--- src/sv/hdu_pkg.sv ---
// Package: constants, types and fixed-point helpers for the haversine distance unit.
`default_nettype none
package hdu_pkg;

   localparam int CORDIC_STEPS = 24;
   localparam int AW = 34;

   localparam logic signed [AW-1:0] GAIN_INV_Q30 = 34'sd652032874;
   localparam logic signed [AW-1:0] HALF_PI_Q30 = 34'sd1686629713;
   localparam logic signed [AW-1:0] Q30_ONE = 34'sd1073741824;
   localparam logic signed [31:0] TURN_HU = 32'sd720000000;
   localparam logic signed [31:0] HALF_TURN_HU = 32'sd360000000;
   localparam logic signed [31:0] QUARTER_TURN_HU = 32'sd180000000;
   localparam logic [25:0] DIST_MAX = 26'd52707178;
   localparam logic [23:0] RADIUS_RESET = 24'd6371000;
   // rad_q29 = floor((mag * NUM + BIAS) / 2^12 / 46875), the divide by reciprocal
   localparam logic [29:0] HU_RAD_NUM = 30'd899535847;
   localparam logic [26:0] HU_RAD_BIAS = 27'd96000000;
   // ceil(2^61 / 46875)
   localparam logic [45:0] HU_RAD_RECIP = 46'd49191317529893;

   typedef logic signed [AW-1:0] word_type;

   typedef struct packed {
      word_type x;
      word_type y;
      word_type z;
   } cordic_type;

   typedef struct packed {
      logic [31:0] mag;
      logic        neg_ang;
      logic        neg_cos;
   } angle_type;

   function automatic word_type atan_q30(input int i);
      logic [31:0] t [32];
      t = '{32'h3243F6A8, 32'h1DAC6705, 32'h0FADBAFC, 32'h07F56EA6, 32'h03FEAB76,
            32'h01FFD55B, 32'h00FFFAAA, 32'h007FFF55, 32'h003FFFEA, 32'h001FFFFD,
            32'h000FFFFF, 32'h0007FFFF, 32'h0003FFFF, 32'h0001FFFF, 32'h0000FFFF,
            32'h00007FFF, 32'h00003FFF, 32'h00001FFF, 32'h00000FFF, 32'h000007FF,
            32'h000003FF, 32'h000001FF, 32'h000000FF, 32'h0000007F, 32'h0000003F,
            32'h0000001F, 32'h0000000F, 32'h00000008, 32'h00000004, 32'h00000002,
            32'h00000001, 32'h00000000};
      return word_type'({2'b00, t[i & 31]});
   endfunction

   function automatic word_type qmul(input word_type a, input word_type b);
      logic signed [2*AW-1:0] p;
      p = a * b + 68'sd536870912;
      return word_type'(p >>> 30);
   endfunction

endpackage
`default_nettype wire

--- src/sv/hdu_sqrt.sv ---
// Pipelined bit-by-bit square root of a Q30 value, one result bit per stage.
`default_nettype none
module hdu_sqrt
   import hdu_pkg::*;
(
   input  wire logic clock,
   input  wire logic enable,
   input  word_type  v,
   output word_type  root
);
   logic [61:0] rem_ff [32];
   logic [61:0] res_ff [32];
   logic [61:0] rem_in [31];
   logic [61:0] res_in [31];
   always_comb begin
      for (int k = 0; k < 31; k++) begin
         logic [61:0] bitv;
         bitv = 62'd1 << (2 * (30 - k));
         if (rem_ff[k] >= res_ff[k] + bitv) begin
            rem_in[k] = rem_ff[k] - (res_ff[k] + bitv);
            res_in[k] = (res_ff[k] >> 1) + bitv;
         end else begin
            rem_in[k] = rem_ff[k];
            res_in[k] = res_ff[k] >> 1;
         end
      end
   end
   always_ff @(posedge clock) begin
      if (enable) begin
         rem_ff[0] <= {v[31:0], 30'd0};
         res_ff[0] <= '0;
         for (int k = 0; k < 31; k++) begin
            rem_ff[k+1] <= rem_in[k];
            res_ff[k+1] <= res_in[k];
         end
      end
   end
   assign root = word_type'(res_ff[31][33:0]);
endmodule
`default_nettype wire

--- config.mk ---
export PLATFORM = sky130hd
export DESIGN_NAME = hdu_sqrt
export DESIGN_NICKNAME = d
export VERILOG_FILES = /design/src/sv/hdu_pkg.sv /design/src/sv/hdu_sqrt.sv
export SDC_FILE = /design/constraint.sdc
export NUM_CORES = 2
export LEC_CHECK = 0
export CORE_ASPECT_RATIO = 0.75
export CORE_UTILIZATION = 55
export DETAILED_ROUTE_END_ITERATION = 12
export DONT_BUFFER_PORTS = 1
export PLACE_DENSITY = 0.72
export SLEW_MARGIN = 20
export SYNTH_ARGS = -nofsm -noshare
export SYNTH_HDL_FRONTEND = slang
export SYNTH_SLANG_ARGS = --single-unit
--- constraint.sdc ---
create_clock -name clock -period 10.1 [get_ports clock]
set_clock_uncertainty 0.05 [all_clocks]
set_input_delay 0 -clock clock [delete_from_list [all_inputs] [get_ports clock]]
set_output_delay 0 -clock clock [all_outputs]
set_load 0.005 [all_outputs]
==> results_dict.tcl <==
set metrics [dict create \
    synth_top_family_by_area "simple AND/OR/NAND/NOR gates" \
    die_h_um 350.6 \
    ys_async_sr_fraction_pct 0 \
    end_kind "flip-flop" \
    ys_ff_latch 1684 \
    startpoint "rem_ff[1][570]" \
    vdd.ir_drop.worst_v 0.0001966 \
    first_iter_violations 5810 \
    rsz0062_at_grt "no" \
    core_area_um2 160300 \
    max_freq_mhz 196.6 \
    yosysMostFrequentCell "edfxtp_1" \
    antenna_found_initial 2 \
    htree_levels 4 \
    ant_nets 0 \
    netlist.area_leader.share_pct 56.76 \
    dieArea_um2 163600 \
    synth-simple-area-share_pct 12.68 \
    cp_slowest_cell "o31ai_1" \
    drv_cap 0 \
    syn_area_um2 89100 \
    multiInputGateArea_um2 35310 \
    final_hold_viol_count 0 \
    dr.pass1.iters 6 \
    yosysSeqAreaShare_pct 56.76 \
    slew_headroom_pct 17.27 \
    synth_top_area_cell "edfxtp_1" \
    required_ps 10590 \
    grt_overflow 0 \
    synth_fa_ha_area_share_pct 7.280 \
    grtUsageTotal_pct 22.86 \
    cts.sinks 1684 \
    finalPower_w 0.02099 \
    place_congestion 0.8964 \
    cp_common_cell "buf_4" \
    tritoncts "done" \
    drive_gt1_share_pct 4.884 \
    synth_edf_count 1684 \
    drv_slew 0 \
    path_clk_slew_ps 60 \
    hold_ws_ps 265.7 \
    antenna_cells 0 \
    drt-wirelength-per-cell_um 18.85 \
    status "finished, final reports clean" \
    synthesis.instances 7763 \
    root_buffer "clkbuf_16" \
    critPathArrivalTime_ps 5570 \
    power_density_nw_per_um2 215.5 \
    synth_xor_area_share_pct 7.530 \
    rr_endpoint "rem_ff[1][674]" \
    placed_cells 9731 \
    synthFlopType "edfxtp_1" \
    post-route-min-period_ps 5086 \
    p_leak_nw 37.38 \
    rows 127 \
    synth_cell_type_count 88 \
    cts_buffer_depth 3 \
    switching_share_pct 30.73 \
    p_switching_w 0.006450 \
    initial_core_util_pct 55.57 \
    num_vias 59020 \
    r2r_setup_slack_ps 5010 \
    seq_area_um2 50570 \
    tightest_slew_ps 1241 \
    p_clk_share_pct 29.6 \
    io_pins 70 \
    finalSetupViolCount 0 \
    fill_cells 12300 \
    crit_fanout 25 \
    netlist_top_cells_area "edfxtp_1, ha_1, xor2_1" \
    crit_chain "ha_1 > fa_1 > a211oi_1 > nor2_1 > o221ai_1 > nand3b_1 > o31ai_1 > o211a_1 > buf_4 > inv_2 > buf_4 > o311ai_1 > or2_1 > nor4_1 > xor2_1" \
    fin_crit_sh_pct 50.36 \
    ys_warn_count 0 \
    cp_slowest_stage_delay_ps 850 \
    port_buffers 0 \
    p_int_w 0.01454 \
    cp-start-kind "flip-flop" \
    final_core_util_pct 60.77 \
    p_comb_share_pct 23.8 \
    hold_class "in2reg" \
    synth-compound-area-share_pct 11.33 \
    rr_worst_depth 15 \
    timing.rr.start "rem_ff[1][570]" \
    cts_made_buffers 164 \
    die_w_um 466.8 \
    drt_wl_total_mm 190.2 \
    grt_pass1_wl_mm 301.0 \
    clkLatencyLatePin_ps 820 \
    nNetsFinal 8381 \
    grt_max_degree 194 \
    cp-endpoint "rem_ff[1][674]" \
    syn_to_final_growth_pct 9.355 \
    final.setup.tns_ps 0 \
    synthMuxAreaShare_pct 0.7218 \
    stdcell_count 10090 \
    grt_pass1_vias 56250 \
    via_per_inst 5.847 \
    drt_drc_violations_left 0 \
    crit_type "reg2reg" \
    synth_area_per_cell_um2 11.48 \
    synth_common_cells "edfxtp_1, inv_1, nand2_1" \
    dp_hpwl_mm 136.6 \
    seq_power_share_pct 46.6 \
]
==> placed cells by master (no fill, tap or decap), types with 90 or more instances in the layout <==
cell type  synthesis  routed
a21o_1           214     214
a21oi_1          479     477
clkbuf_16          0     164
edfxtp_1        1684    1684
ha_1             496     496
inv_1            632     632
nand2_1          628     628
nand3_1          104     104
nand4_1           90      90
nor2_1           496     494
nor3_1           235     235
nor4_1           155     154
o21ai_0          465     465
or3_1            101     101
xnor2_1          347     347
xor2_1           419     419
==> sequential cells by signal (all words and copies together) (netlist names) <==
signal and cells:
res_ff 496, rem_ff 1188
==> worst min path at each step <==
stage	from	depth (start not counted)	slack [ps]	to
final	v[22]	2	270	rem_ff[0][52]
after CTS	v[3]	2	200	rem_ff[0][33]
after floorplan	v[0]	0	50	rem_ff[0][30]
after detailed placement	v[16]	0	50	rem_ff[0][46]
after global routing	v[22]	2	230	rem_ff[0][52]
after global placement	v[10]	0	50	rem_ff[0][40]
==> cells by family after synthesis <==
group | Yosys count
simple gates | 2272
flops | 1684
fa+ha+maj | 510
mux | 58
xor+xnor | 766
compound gates | 1637
buf+inv | 835
other cells | 1
==> power groups by stage <==
stage                     sequential, W  clock (W)  combinational, W
after floorplan                 0.00958          0           0.00371
after global placement          0.00989          0           0.00471
final                           0.00978    0.00622           0.00499
after detailed placement        0.00991          0           0.00482
after global routing            0.00988    0.00660           0.00552
after CTS                       0.00977    0.00634           0.00490
==> routing by layer <==
| layer | vias to the layer above | global-route usage (%) | wire length [um] |
|---|---|---|---|
| met5 | - | 0 | 13 |
| met4 | 2 | 5.126 | 3113 |
| met3 | 248 | 3.349 | 11760 |
| met2 | 1718 | 34.52 | 82820 |
| met1 | 28460 | 34.79 | 92530 |
| li1 | 28590 | - | - |
==> what timing repair did <==
item	4_1_cts	5_1_grt
hold buffers	65	0
resized for setup	0	0
setup buffers	0	0
endpoints found under the hold margin	187	0
==> critical path: cells and delay by family (launching register included) <==
| family | cells | cell delay (ps) |
|---|---|---|
| buffers and inverters | 3 | 680 |
| adders and majority gates | 2 | 710 |
| xor gates and xnor gates | 1 | 150 |
| DFF | 1 | 460 |
| AOI/OAI and AO/OA | 5 | 1900 |
| and+or+nand+nor | 4 | 800 |
==> layout make-up <==
cell class                 count  area share (%)
sequential                  1684           51.90
clock buffer                 204           4.366
clock inverter                92           1.244
multi-input combinational   5246           36.24
tap                         2128           2.733
timing repair buffer         104           1.074
inverter                     635           2.446
==> through the flow <==
stage	setup slack, ps	cell area [um^2]
2_1_floorplan	6359	89110
3_3_place_gp	5155	91280
3_5_place_dp	5153	91290
4_1_cts	5099	97400
5_1_grt	4609	97430
6_report	5014	97430
Note: power is estimated with default switching activity, not from simulation.
