--- src/sv/hdu_pkg.sv ---
// Package: constants, types and fixed-point helpers for the haversine distance unit.
`default_nettype none
package hdu_pkg;

   localparam int CORDIC_STEPS = 24;
   localparam int AW = 34;

   localparam logic signed [AW-1:0] GAIN_INV_Q30 = 34'sd652032874;
   localparam logic signed [AW-1:0] HALF_PI_Q30 = 34'sd1686629713;
   localparam logic signed [AW-1:0] Q30_ONE = 34'sd1073741824;
   localparam logic signed [31:0] TURN_HU = 32'sd720000000;
   localparam logic signed [31:0] HALF_TURN_HU = 32'sd360000000;
   localparam logic signed [31:0] QUARTER_TURN_HU = 32'sd180000000;
   localparam logic [25:0] DIST_MAX = 26'd52707178;
   localparam logic [23:0] RADIUS_RESET = 24'd6371000;
   // rad_q29 = floor((mag * NUM + BIAS) / 2^12 / 46875), the divide by reciprocal
   localparam logic [29:0] HU_RAD_NUM = 30'd899535847;
   localparam logic [26:0] HU_RAD_BIAS = 27'd96000000;
   // ceil(2^61 / 46875)
   localparam logic [45:0] HU_RAD_RECIP = 46'd49191317529893;

   typedef logic signed [AW-1:0] word_type;

   typedef struct packed {
      word_type x;
      word_type y;
      word_type z;
   } cordic_type;

   typedef struct packed {
      logic [31:0] mag;
      logic        neg_ang;
      logic        neg_cos;
   } angle_type;

   function automatic word_type atan_q30(input int i);
      logic [31:0] t [32];
      t = '{32'h3243F6A8, 32'h1DAC6705, 32'h0FADBAFC, 32'h07F56EA6, 32'h03FEAB76,
            32'h01FFD55B, 32'h00FFFAAA, 32'h007FFF55, 32'h003FFFEA, 32'h001FFFFD,
            32'h000FFFFF, 32'h0007FFFF, 32'h0003FFFF, 32'h0001FFFF, 32'h0000FFFF,
            32'h00007FFF, 32'h00003FFF, 32'h00001FFF, 32'h00000FFF, 32'h000007FF,
            32'h000003FF, 32'h000001FF, 32'h000000FF, 32'h0000007F, 32'h0000003F,
            32'h0000001F, 32'h0000000F, 32'h00000008, 32'h00000004, 32'h00000002,
            32'h00000001, 32'h00000000};
      return word_type'({2'b00, t[i & 31]});
   endfunction

   function automatic word_type qmul(input word_type a, input word_type b);
      logic signed [2*AW-1:0] p;
      p = a * b + 68'sd536870912;
      return word_type'(p >>> 30);
   endfunction

endpackage
`default_nettype wire

--- src/sv/hdu_angle.sv ---
// Angle reduction of half-microdegree values to a folded Q30 radian angle.
`default_nettype none
module hdu_angle
   import hdu_pkg::*;
(
   input  wire logic        clock,
   input  wire logic        enable,
   input  wire logic signed [31:0] ang,
   output word_type         z_ff,
   output logic             neg_cos_ff
);
   logic signed [31:0] r;
   angle_type a_in, a_ff;
   logic [57:0] num;
   logic [45:0] q_in, q_ff;
   logic [45:0] pp_hh_in, pp_hl_in, pp_lh_in, pp_ll_in;
   logic [45:0] pp_hh_ff, pp_hl_ff, pp_lh_ff, pp_ll_ff;
   logic [1:0] sign_q_ff, sign_p_ff;
   logic [91:0] prod;
   logic [29:0] rad;

   always_comb begin
      r = ang;
      a_in.neg_cos = 1'b0;
      if (r >= HALF_TURN_HU) r = r - TURN_HU;
      if (r < -HALF_TURN_HU) r = r + TURN_HU;
      if (r > QUARTER_TURN_HU) begin
         r = HALF_TURN_HU - r;
         a_in.neg_cos = 1'b1;
      end
      if (r < -QUARTER_TURN_HU) begin
         r = -HALF_TURN_HU - r;
         a_in.neg_cos = 1'b1;
      end
      a_in.neg_ang = r[31];
      a_in.mag = r[31] ? 32'(-r) : 32'(r);
   end

   always_ff @(posedge clock) begin
      if (enable) a_ff <= a_in;
   end

   always_comb begin
      num = 58'(a_ff.mag) * 58'(HU_RAD_NUM) + 58'(HU_RAD_BIAS);
      q_in = num[57:12];
   end

   always_ff @(posedge clock) begin
      if (enable) begin
         q_ff <= q_in;
         sign_q_ff <= {a_ff.neg_ang, a_ff.neg_cos};
      end
   end

   always_comb begin
      pp_hh_in = 46'(q_ff[45:23]) * 46'(HU_RAD_RECIP[45:23]);
      pp_hl_in = 46'(q_ff[45:23]) * 46'(HU_RAD_RECIP[22:0]);
      pp_lh_in = 46'(q_ff[22:0]) * 46'(HU_RAD_RECIP[45:23]);
      pp_ll_in = 46'(q_ff[22:0]) * 46'(HU_RAD_RECIP[22:0]);
   end

   always_ff @(posedge clock) begin
      if (enable) begin
         pp_hh_ff <= pp_hh_in;
         pp_hl_ff <= pp_hl_in;
         pp_lh_ff <= pp_lh_in;
         pp_ll_ff <= pp_ll_in;
         sign_p_ff <= sign_q_ff;
      end
   end

   always_comb begin
      prod = (92'(pp_hh_ff) << 46) + (92'(pp_hl_ff) << 23) + (92'(pp_lh_ff) << 23)
           + 92'(pp_ll_ff);
      rad = prod[90:61];
   end

   always_ff @(posedge clock) begin
      if (enable) begin
         z_ff <= sign_p_ff[1] ? -word_type'({rad, 1'b0}) : word_type'({rad, 1'b0});
         neg_cos_ff <= sign_p_ff[0];
      end
   end
endmodule
`default_nettype wire

--- config.mk ---
export PLATFORM = sky130hd
export DESIGN_NAME = hdu_angle
export DESIGN_NICKNAME = d
export VERILOG_FILES = /design/src/sv/hdu_pkg.sv /design/src/sv/hdu_angle.sv
export SDC_FILE = /design/constraint.sdc
export NUM_CORES = 2
export LEC_CHECK = 0
export ABC_AREA = 1
export BUFFER_PORTS_ARGS = -buffer_cell sky130_fd_sc_hd__buf_2
export CAP_MARGIN = 20
export CORE_MARGIN = 2
export CORE_UTILIZATION = 45
export DETAILED_ROUTE_END_ITERATION = 16
export SLEW_MARGIN = 20
export SYNTH_ARGS = -nofsm -noshare
export SYNTH_HDL_FRONTEND = slang
export SYNTH_SLANG_ARGS = --single-unit
--- constraint.sdc ---
create_clock -name clock -period 20.8 [get_ports clock]
set_input_delay 1.04 -clock clock [delete_from_list [all_inputs] [get_ports clock]]
set_output_delay 1.04 -clock clock [all_outputs]
set_load 0.05 [all_outputs]
==> flow_metrics.tcl <==
set metrics [dict create \
    critPathCaptureType "flop" \
    synth-edff-count 263 \
    dr.pass1.iters 5 \
    io_buffers 67 \
    required_ns 21.14 \
    worstMarginPinSlew_ns 1.00 \
    finalHoldViolations 0 \
    post_dp_cell_area_um2 67900 \
    overflow 0 \
    critPathSlowestCell "nand3_4" \
    cp.arrival_ns 9.76 \
    clk_path_buf_depth 3 \
    syn_area_per_cell_um2 9.33 \
    synth_compound_area_share_pct 4.65 \
    finalCriticalPeriod_ns 9.42 \
    r2r_start "a_ff[14]" \
    path_common_cell "nand2_1" \
    critPathBufInv 7 \
    synthAdderAreaFrac_pct 56.7 \
    hpwlAfterDp_um 154000 \
    postLayoutCellArea_um2 69100 \
    cts_resized 0 \
    finalNetCount 9386 \
    slew_headroom_pct 33.2 \
    cts_inserted_buffers 37 \
    synth_warnings 0 \
    min_from "sign_p_ff[0]" \
    critPathMaxFanout 52 \
    synth-simple-area-share_pct 11.5 \
    drc_errors 0 \
    finalCritPeriodShare_pct 45.3 \
    layoutNonFillerInstCount 9024 \
    grt_max_degree 80 \
    die-height_um 384 \
    initial_utilization_pct 45.3 \
    via_per_inst 5.05 \
    skew_ns 0.0288 \
    vias 45500 \
    core_area_um2 144000 \
    synth-seq-area-share_pct 12.1 \
    slew_viol_final 0 \
    setup_viol 0 \
    drt_wl_total_um 174000 \
    path_class "in2reg" \
    postRouteAntennaNets 0 \
    async_reset_ff_share_pct 0 \
    synthXorXnorAreaFrac_pct 4.11 \
    utilization_pct 48.1 \
    hp-class "reg2reg" \
    dp_cells 8957 \
    first_global_vias 48300 \
    die_x_um 384 \
    cts_tree "done" \
    muxShareOfSynthArea_pct 0 \
    synth_ff_type "edfxtp_1" \
    synth_top_family_by_area "adder cells" \
    drive_gt1_share_pct 4.17 \
    cp_top_family "simple AND/OR/NAND/NOR gates" \
    maxCapViolCount 0 \
    clockRootBuffer "clkbuf_16" \
    die_area_um2 148000 \
    clk_pin_slew_ns 0.05 \
    wl_per_cell_um 19.3 \
    grt_use_total_pct 24.3 \
    drtIter0Drc 2573 \
    fill_cells 13800 \
    clkSinkCount 263 \
    synth_area_um2 65100 \
    post-cts-setup-buffers 0 \
    syn_to_final_growth_pct 6.06 \
    cp-startpoint "ang[10]" \
    gp_congestion 0.924 \
    ys_types 54 \
    ctsHtreeMaxLevel 2 \
    max_freq_ghz 0.106 \
    ioPinCount 69 \
    slowest_delay_ns 0.51 \
    status "finished clean" \
    postSynthCellCount 6985 \
    antenna_found_initial 2 \
    clk_latency_ns 0.59 \
    hold_buffers 0 \
    tns_ns 0 \
    rows 139 \
    rsz0062_at_grt "false" \
    ys_seq_elements 263 \
    grt_pass1_wl_um 275000 \
    critPathLaunchType "primary input" \
]
per-layer routing:
layer / part of all wire, % / track usage (%) / up-vias
li1: - / - / 21900
met1: 46 / 33.9 / 22400
met2: 45 / 38.8 / 1046
met3: 6.2 / 4.79 / 208
met4: 2.8 / 6.24 / 4
met5: 0.013 / 0 / -
stage by stage:
step / hold slack (ns) / setup slack, ns
after CTS: 0.423 / 11.48
after global routing: 0.427 / 10.25
final: 0.422 / 11.38
after floorplan: 0.400 / 13.24
after detailed placement: 0.410 / 10.88
after global placement: 0.411 / 10.95
worst paths after layout:
| kind | to | slack (ns) | cells past startpoint |
|---|---|---|---|
| worst max-delay path | a_ff[29] | 11.38 | 55 |
| worst min register to register | neg_cos_ff | 0.42 | 0 |
| worst max register to register | q_ff[45] | 11.58 | 32 |
| worst min-delay path | neg_cos_ff | 0.42 | 0 |
cells by family after synthesis:
logic type,after synthesis
compound gates,544
other cells,1
xor+xnor,306
buf+inv,1855
fa+ha+maj,2259
flops,263
simple gates,1757
Yosys cell counts (all sizes together), types with 3 or more instances:
library cell	number	area, um^2
nor3	27	135
a31oi	21	131
a211oi	14	105
nand4	57	357
nand3	243	1250
nand2	1014	3970
o21ai	143	734
inv	1816	6820
ha	1101	13800
nor2	385	1550
edfxtp	263	7900
o21a	11	82.6
nor4	7	43.8
buf	32	249
or2	6	37.5
nand3b	14	109
clkbuf	7	26.3
o211a	3	30.0
o211ai	15	113
o221ai	4	35.0
o21bai	18	135
o31ai	8	60.1
fa	1158	23200
a21oi	296	1510
xnor2	92	806
a21boi	4	30.0
xor2	214	1870
placed cells by master, fill, tap and decap left out, types with 22 or more instances in the layout:
| cell type | instances |
|---|---|
| xnor2_1 | 92 |
| fa_1 | 1158 |
| a21oi_1 | 292 |
| nand4_1 | 57 |
| inv_2 | 28 |
| nor3_1 | 27 |
| inv_1 | 1788 |
| nand2_1 | 962 |
| o21ai_0 | 120 |
| nand3_1 | 237 |
| buf_4 | 40 |
| buf_2 | 66 |
| nor2_2 | 22 |
| nand2_2 | 45 |
| clkbuf_16 | 38 |
| edfxtp_1 | 263 |
| xor2_1 | 214 |
| nor2_1 | 357 |
| ha_1 | 1101 |
layout make-up:
type	instances	area [um^2]	share of cell area (%)
Timing Repair Buffer	107	646	0.935
Tap cell	1903	2380	3.45
Sequential cell	263	7900	11.4
Inverter	1816	6820	9.87
Antenna cell	2	5.00	0.00724
Clock inverter	25	228	0.330
Multi-Input combinational cell	4868	50200	72.6
Clock buffer	40	958	1.39
flip-flops by register name (all words and copies together), names as in the netlist:
name and cells:
pp_hl_ff 40, pp_ll_ff 18, neg_cos_ff 1, sign_q_ff 2, q_ff 46, sign_p_ff 2
a_ff 34, pp_lh_ff 44, z_ff 33, pp_hh_ff 43
worst register-to-register path: cells and delay by family (launching register included):
family | cells | cell delay (ns)
AOI/OAI and AO/OA | 12 | 2.40
xor gates and xnor gates | 1 | 0.17
adders and majority gates | 9 | 4.80
buffers and inverters | 5 | 0.36
DFF | 1 | 0.73
and+or+nand+nor | 5 | 0.49
Power is left out: the tool's default activity adds up to more than one toggle a clock period on the data nets, which glitch-free logic cannot reach.
